**config.mk**
```make
export PLATFORM = sky130hd
export DESIGN_NAME = aht_cell
export DESIGN_NICKNAME = d
export VERILOG_FILES = /design/src/rtl/aht_pkg.sv /design/src/rtl/aht_cell.sv
export SDC_FILE = /design/constraint.sdc
export NUM_CORES = 1
export LEC_CHECK = 0
export BUFFER_PORTS_ARGS = -buffer_cell sky130_fd_sc_hd__buf_4
export CORE_AREA = 2 2 354 356
export CTS_CLUSTER_DIAMETER = 50
export DETAILED_ROUTE_END_ITERATION = 6
export DIE_AREA = 0 0 356 358
export GPL_TIMING_DRIVEN = 0
export PLACE_DENSITY = 0.44
export REMOVE_ABC_BUFFERS = 1
export SETUP_SLACK_MARGIN = 0.02
export SLEW_MARGIN = 5
export SYNTH_ARGS = -nofsm -noshare
export SYNTH_HDL_FRONTEND = slang
export SYNTH_SLANG_ARGS = --single-unit
```
**constraint.sdc**
```tcl
create_clock -name clk -period 8.3 [get_ports clk]
set_input_delay 0.415 -clock clk [delete_from_list [all_inputs] [get_ports clk]]
set_output_delay 0.415 -clock clk [all_outputs]
set_load 0.05 [all_outputs]
```
**src/rtl/aht_pkg.sv**
```systemverilog
// ----------------------------------------------------------------------------
// Address hook table package
// Shared types and codes for the address hook table cells and core.
// ----------------------------------------------------------------------------
`default_nettype none

package aht_pkg;

  // Field widths of the stream payloads.
  localparam int unsigned MODE_W   = 3;
  localparam int unsigned ADDR_W   = 64;
  localparam int unsigned PAGE_W   = 52;
  localparam int unsigned ID_W     = 64;
  localparam int unsigned STATUS_W = 2;
  localparam int unsigned IN_W     = 184;
  localparam int unsigned OUT_W    = 72;

  // Operation codes.
  localparam logic [MODE_W-1:0] MODE_LOOKUP = 3'd0;
  localparam logic [MODE_W-1:0] MODE_PAGE   = 3'd1;
  localparam logic [MODE_W-1:0] MODE_ADD    = 3'd2;
  localparam logic [MODE_W-1:0] MODE_REMOVE = 3'd3;
  localparam logic [MODE_W-1:0] MODE_CLEAR  = 3'd4;

  // Status codes.
  localparam logic [STATUS_W-1:0] ST_OK        = 2'd0;
  localparam logic [STATUS_W-1:0] ST_FULL      = 2'd1;
  localparam logic [STATUS_W-1:0] ST_NOT_FOUND = 2'd2;

  // Probe that walks the row of cells, gathering search results.
  typedef struct packed {
    logic              valid;
    logic [MODE_W-1:0] mode;
    logic [ADDR_W-1:0] address;
    logic [PAGE_W-1:0] page_number;
    logic [ID_W-1:0]   new_hook_id;
    logic              hit;
    logic              page_hit;
    logic [ID_W-1:0]   found_id;
    logic [ADDR_W-1:0] last_address;
    logic [ID_W-1:0]   last_id;
  } probe_t;

  // Broadcast write to one cell of the row.
  typedef struct packed {
    logic              en;
    logic [ADDR_W-1:0] address;
    logic [ID_W-1:0]   id;
  } write_t;

endpackage : aht_pkg

`default_nettype wire

```
**src/rtl/aht_cell.sv**
```systemverilog
// ----------------------------------------------------------------------------
// Address hook table cell
// Holds one table entry, compares it against the passing probe and hands the
// probe on to the next cell in the following cycle.
// ----------------------------------------------------------------------------
`default_nettype none

module aht_cell #(
  parameter int unsigned TABLE_DEPTH = 16,
  parameter int unsigned PAGE_BITS   = 12,
  parameter int unsigned INDEX       = 0,
  parameter int unsigned IDX_W       = (TABLE_DEPTH > 1) ? $clog2(TABLE_DEPTH) : 1,
  parameter int unsigned CNT_W       = $clog2(TABLE_DEPTH + 1)
) (
  input  wire                  clk,
  input  wire                  rst,
  input  wire [CNT_W-1:0]      count,
  input  aht_pkg::probe_t      probe_in,
  input  wire [IDX_W-1:0]      slot_in,
  output aht_pkg::probe_t      probe_out,
  output logic [IDX_W-1:0]     slot_out,
  input  aht_pkg::write_t      wr,
  input  wire [IDX_W-1:0]      wr_index
);

  import aht_pkg::*;

  logic [ADDR_W-1:0] entry_address;
  logic [ID_W-1:0]   entry_id;
  logic              live;
  logic              addr_match;
  logic              page_match;
  logic              is_last;
  logic [ADDR_W-1:0] entry_page;
  probe_t            probe_next;
  logic [IDX_W-1:0]  slot_next;

  // Entry comparisons against the passing probe.
  assign live       = CNT_W'(INDEX) < count;
  assign entry_page = entry_address >> PAGE_BITS;
  assign addr_match = live && (entry_address == probe_in.address);
  assign page_match = live && (entry_page == ADDR_W'(probe_in.page_number));
  assign is_last    = live && (CNT_W'(INDEX + 1) == count);

  // Fold this entry into the probe; the first address match wins.
  always_comb begin
    probe_next = probe_in;
    slot_next  = slot_in;
    if (addr_match && !probe_in.hit) begin
      probe_next.hit      = 1'b1;
      probe_next.found_id = entry_id;
      slot_next           = IDX_W'(INDEX);
    end
    if (page_match) begin
      probe_next.page_hit = 1'b1;
    end
    if (is_last) begin
      probe_next.last_address = entry_address;
      probe_next.last_id      = entry_id;
    end
  end

  // Probe stage register towards the next cell.
  always_ff @(posedge clk) begin
    if (rst) begin
      probe_out.valid <= 1'b0;
    end else begin
      probe_out <= probe_next;
      slot_out  <= slot_next;
    end
  end

  // Entry storage, written by the core's broadcast.
  always_ff @(posedge clk) begin
    if (wr.en && (wr_index == IDX_W'(INDEX))) begin
      entry_address <= wr.address;
      entry_id      <= wr.id;
    end
  end

endmodule : aht_cell

`default_nettype wire

```
==> out/qor.json <==
{
  "run_status": {"value": "finished, final reports clean"},
  "cts_repair_resize_count": {"value": 0},
  "drt_pass1_iterations": {"value": 4},
  "globalRoute.busiestLayer": {"value": "met2"},
  "drive_gt1_share": {"value": 50.57, "unit": "%"},
  "syn-mean-instance-area": {"value": 20.59, "unit": "um2"},
  "clk_transition_reported_paths": {"value": 0.05, "unit": "ns"},
  "crit_slowest_cell": {"value": "sky130_fd_sc_hd__nor4_1"},
  "max_fclk": {"value": 191.9, "unit": "MHz"},
  "core": {"value": 123300, "unit": "um2"},
  "detailed_place.area": {"value": 27990, "unit": "um2"},
  "antenna_violating_nets_post_route": {"value": 0},
  "via_per_inst": {"value": 3.558},
  "postSynthCellCount": {"value": 920},
  "areaGrowthSynthToFinish": {"value": 89.84, "unit": "%"},
  "timing_worst_slew_pin_value": {"value": 1.381, "unit": "ns"},
  "hp-class": {"value": "in -> reg"},
  "path_cells": {"value": "xor2_1, nor4_1, nand4_1, nor4_2, nand4_1, buf_6, buf_8, buf_6, buf_8, buf_6, mux2_1"},
  "relSlewSlack": {"value": 7.588, "unit": "%"},
  "initial_core_util": {"value": 15.36, "unit": "%"},
  "route.detailed.drc": {"value": 0},
  "cp_peak_stage_delay": {"value": 0.95, "unit": "ns"},
  "finalSetupViolations": {"value": 0},
  "grt_antenna_before_repair": {"value": 30},
  "ys_seq_area_share": {"value": 80.81, "unit": "%"},
  "timing.critical_path.arrival": {"value": 5.59, "unit": "ns"},
  "postRouteWirelength": {"value": 91950, "unit": "um"},
  "leakage": {"value": 14.18, "unit": "nW"},
  "first_global_vias": {"value": 16555},
  "grt_use_total": {"value": 13.83, "unit": "%"},
  "grt_max_degree": {"value": 120},
  "ys_seq_elements": {"value": 510},
  "finalWeightedCongestion": {"value": 0.8151},
  "grt_use_met1": {"value": 15.91, "unit": "%"},
  "post-route-util": {"value": 29.16, "unit": "%"},
  "clock_tree.root_cell": {"value": "sky130_fd_sc_hd__clkbuf_16"},
  "cp_max_fo": {"value": 14},
  "avgRoutedWirePerCell": {"value": 22.31, "unit": "um"},
  "tritoncts_num_sinks": {"value": 510},
  "timing.critical_path.to_type": {"value": "flip-flop"},
  "cts_max_path_buffers": {"value": 3},
  "ioPinCount": {"value": 904},
  "final.period_utilization": {"value": 62.78, "unit": "%"},
  "synth-warning-count": {"value": 0},
  "worst_skew_pair.late_latency": {"value": 0.68, "unit": "ns"},
  "worst_path_most_repeated_cell": {"value": "sky130_fd_sc_hd__buf_6"},
  "worst_ep_required_time": {"value": 8.68, "unit": "ns"},
  "rsz0062_at_grt": {"value": "no"},
  "worstSetupStartpointType": {"value": "flip-flop"},
  "report.final.slew_viol_count": {"value": 0},
  "drt_first_iter_violations": {"value": 696},
  "clock-skew-final": {"value": 0.03389, "unit": "ns"},
  "die_area": {"value": 127400, "unit": "um2"},
  "post-dp-hpwl": {"value": 70870, "unit": "um"},
  "number_of_h_tree_levels": {"value": 3},
  "global_route.usage.met3": {"value": 4.483, "unit": "%"},
  "num_vias": {"value": 14667},
  "setup.worst_path.class": {"value": "reg -> reg"},
  "synthDistinctLibCells": {"value": 31},
  "floorplan.rows": {"value": 129},
  "maxCapViolCount": {"value": 0},
  "io_buffers": {"value": 903},
  "grt_first_pass_wirelength": {"value": 123200, "unit": "um"},
  "die_w": {"value": 356, "unit": "um"},
  "tritoncts": {"value": "built"},
  "numCtsBuffers": {"value": 88},
  "power-per-cell-area": {"value": 224.7, "unit": "nW/um2"},
  "vdd_ir_drop_max": {"value": 0.1526, "unit": "mV"},
  "syn_area": {"value": 18940, "unit": "um2"},
  "layout_min_cycle_time": {"value": 5.211, "unit": "ns"},
  "gr-total-overflow": {"value": 0},
  "met2_usage": {"value": 24.39, "unit": "%"},
  "design_area": {"value": 35950, "unit": "um2"},
  "nNetsFinal": {"value": 2923},
  "dieHeight": {"value": 358, "unit": "um"},
  "timing.final.hold_violations": {"value": 0}
}
==> worst paths after layout <==
| check | startpoint | slack (ns) | to | cells after the start |
|---|---|---|---|---|
| worst max-delay path | entry_address[35] | 3.09 | probe_out[190] | 11 |
| worst min-delay path | probe_in[24] | 0.07 | probe_out[24] | 2 |
| worst max register to register | entry_address[35] | 3.09 | probe_out[190] | 11 |
| worst min register to register | entry_id[59] | 0.58 | probe_out[187] | 1 |
==> layout by cell type (no fill, tap or decap), types with 3 or more instances in the layout <==
cell	count
sky130_fd_sc_hd__buf_16	7
sky130_fd_sc_hd__buf_4	904
sky130_fd_sc_hd__edfxtp_1	509
sky130_fd_sc_hd__clkinv_8	4
sky130_fd_sc_hd__inv_6	16
sky130_fd_sc_hd__dlygate4sd3_1	495
sky130_fd_sc_hd__nand2_1	8
sky130_fd_sc_hd__clkinv_4	7
sky130_fd_sc_hd__o21ai_0	7
sky130_fd_sc_hd__clkinvlp_4	12
sky130_fd_sc_hd__clkinv_1	8
sky130_fd_sc_hd__and2_1	4
sky130_fd_sc_hd__o22ai_1	6
sky130_fd_sc_hd__clkbuf_16	89
sky130_fd_sc_hd__xor2_1	40
sky130_fd_sc_hd__mux2_1	5
sky130_fd_sc_hd__mux2_2	180
sky130_fd_sc_hd__xnor2_1	57
sky130_fd_sc_hd__inv_8	8
sky130_fd_sc_hd__inv_1	17
sky130_fd_sc_hd__nand2b_1	4
sky130_fd_sc_hd__clkinv_2	5
sky130_fd_sc_hd__clkbuf_1	7
sky130_fd_sc_hd__nor2b_1	7
sky130_fd_sc_hd__nand4_1	17
sky130_fd_sc_hd__buf_6	3
sky130_fd_sc_hd__bufinv_16	8
sky130_fd_sc_hd__diode_2	11
sky130_fd_sc_hd__a221oi_1	4
sky130_fd_sc_hd__nor4_1	13
==> worst max-delay path, delay by kind of cell (launching register included) <==
kind          cells  cell delay, ns
simple gates      4            2.67
buf+inv           5            1.11
flops             1            0.47
mux               1            0.36
xor+xnor          1            0.27
==> stage by stage <==
| step | power (W) | setup WS (ns) | cells | hold slack (ns) | TNS (ns) |
|---|---|---|---|---|---|
| floorplan | 0.003729 | -0.1738 | 899 | 0.4866 | -66.22 |
| global route | 0.008374 | 2.760 | 4113 | 0.01842 | 0 |
| global placement | 0.004271 | -4.165 | 3439 | 0.5316 | -1696.10 |
| finish | 0.008078 | 3.089 | 4122 | 0.07432 | 0 |
| CTS | 0.008230 | 2.602 | 4111 | 0.0002520 | 0 |
| detailed placement | 0.004234 | 2.603 | 3453 | 0.5581 | 0 |
==> power by group <==
part	switching, W	internal [W]
registers	0.0000631	0.00301
logic	0.000766	0.000538
clock network	0.00144	0.00226
==> cells in the mapped netlist <==
cell	number	share of area, %
sky130_fd_sc_hd__mux2_2	180	11
sky130_fd_sc_hd__a221oi_1	4	0.18
sky130_fd_sc_hd__xnor2_1	57	2.6
sky130_fd_sc_hd__buf_2	1	0.026
sky130_fd_sc_hd__mux2_1	5	0.30
sky130_fd_sc_hd__o22ai_1	6	0.20
sky130_fd_sc_hd__buf_1	2	0.040
sky130_fd_sc_hd__clkbuf_1	17	0.34
sky130_fd_sc_hd__a41o_1	1	0.053
sky130_fd_sc_hd__edfxtp_1	509	81
sky130_fd_sc_hd__a2111oi_0	2	0.093
sky130_fd_sc_hd__nor2b_1	7	0.23
sky130_fd_sc_hd__o2111ai_1	2	0.093
sky130_fd_sc_hd__a22o_1	1	0.046
sky130_fd_sc_hd__dfxtp_1	1	0.11
sky130_fd_sc_hd__nand3_1	2	0.053
sky130_fd_sc_hd__nor4_1	15	0.50
sky130_fd_sc_hd__nand4_1	17	0.56
sky130_fd_sc_hd__and2_0	1	0.033
sky130_fd_sc_hd__a2bb2oi_1	1	0.046
sky130_fd_sc_hd__nor3_1	2	0.053
sky130_fd_sc_hd__inv_1	18	0.36
sky130_fd_sc_hd__nor3b_1	1	0.040
sky130_fd_sc_hd__buf_4	1	0.040
sky130_fd_sc_hd__or4_1	1	0.040
sky130_fd_sc_hd__xor2_1	40	1.8
sky130_fd_sc_hd__nand2b_1	4	0.13
sky130_fd_sc_hd__a21oi_1	1	0.026
sky130_fd_sc_hd__and2_1	5	0.17
sky130_fd_sc_hd__o21ai_0	7	0.18
sky130_fd_sc_hd__nand2_1	9	0.18
==> cell type report <==
type,count,area (um2)
multi-input cells,371,3512
well taps,1637,2048
inverters,18,75.07
flip-flops and latches,510,15300
fillers,12482,87360
diodes,11,27.53
clock buffers,96,2253
clock inverters,67,730.7
repair buffers,1412,12000
==> kinds of logic (layout without fill, tap and decap cells) <==
group	count (synthesis)	after routing	share of synthesized area [%]
XOR/XNOR	97	97	4.486
multiplexers	185	185	11.00
AO/OA/AOI/OAI	25	25	0.9249
other	0	11	0
buffers and inverters	39	1593	0.7993
AND/OR/NAND/NOR	64	64	1.982
flip-flops	510	510	80.81
==> registers in the layout, indices dropped and copies added (netlist names) <==
signal,flops
entry_address,64
entry_id,64
probe_out,378
slot_out,4
==> per-layer routing <==
metal | part of all wire (%) | wire length (um) | vias up
met3 | 7.3 | 6687 | 146
met5 | 0.090 | 83 | -
met4 | 2.6 | 2400 | 12
met1 | 39 | 35800 | 7200
li1 | - | - | 6642
met2 | 51 | 46970 | 667
==> timing repair <==
action	in CTS	in global routing
hold buffers	495	0
setup endpoints to repair	0	0
endpoints found under the hold margin	494	0
setup buffers	0	0
No activity file was read; power rests on OpenSTA's default activity.
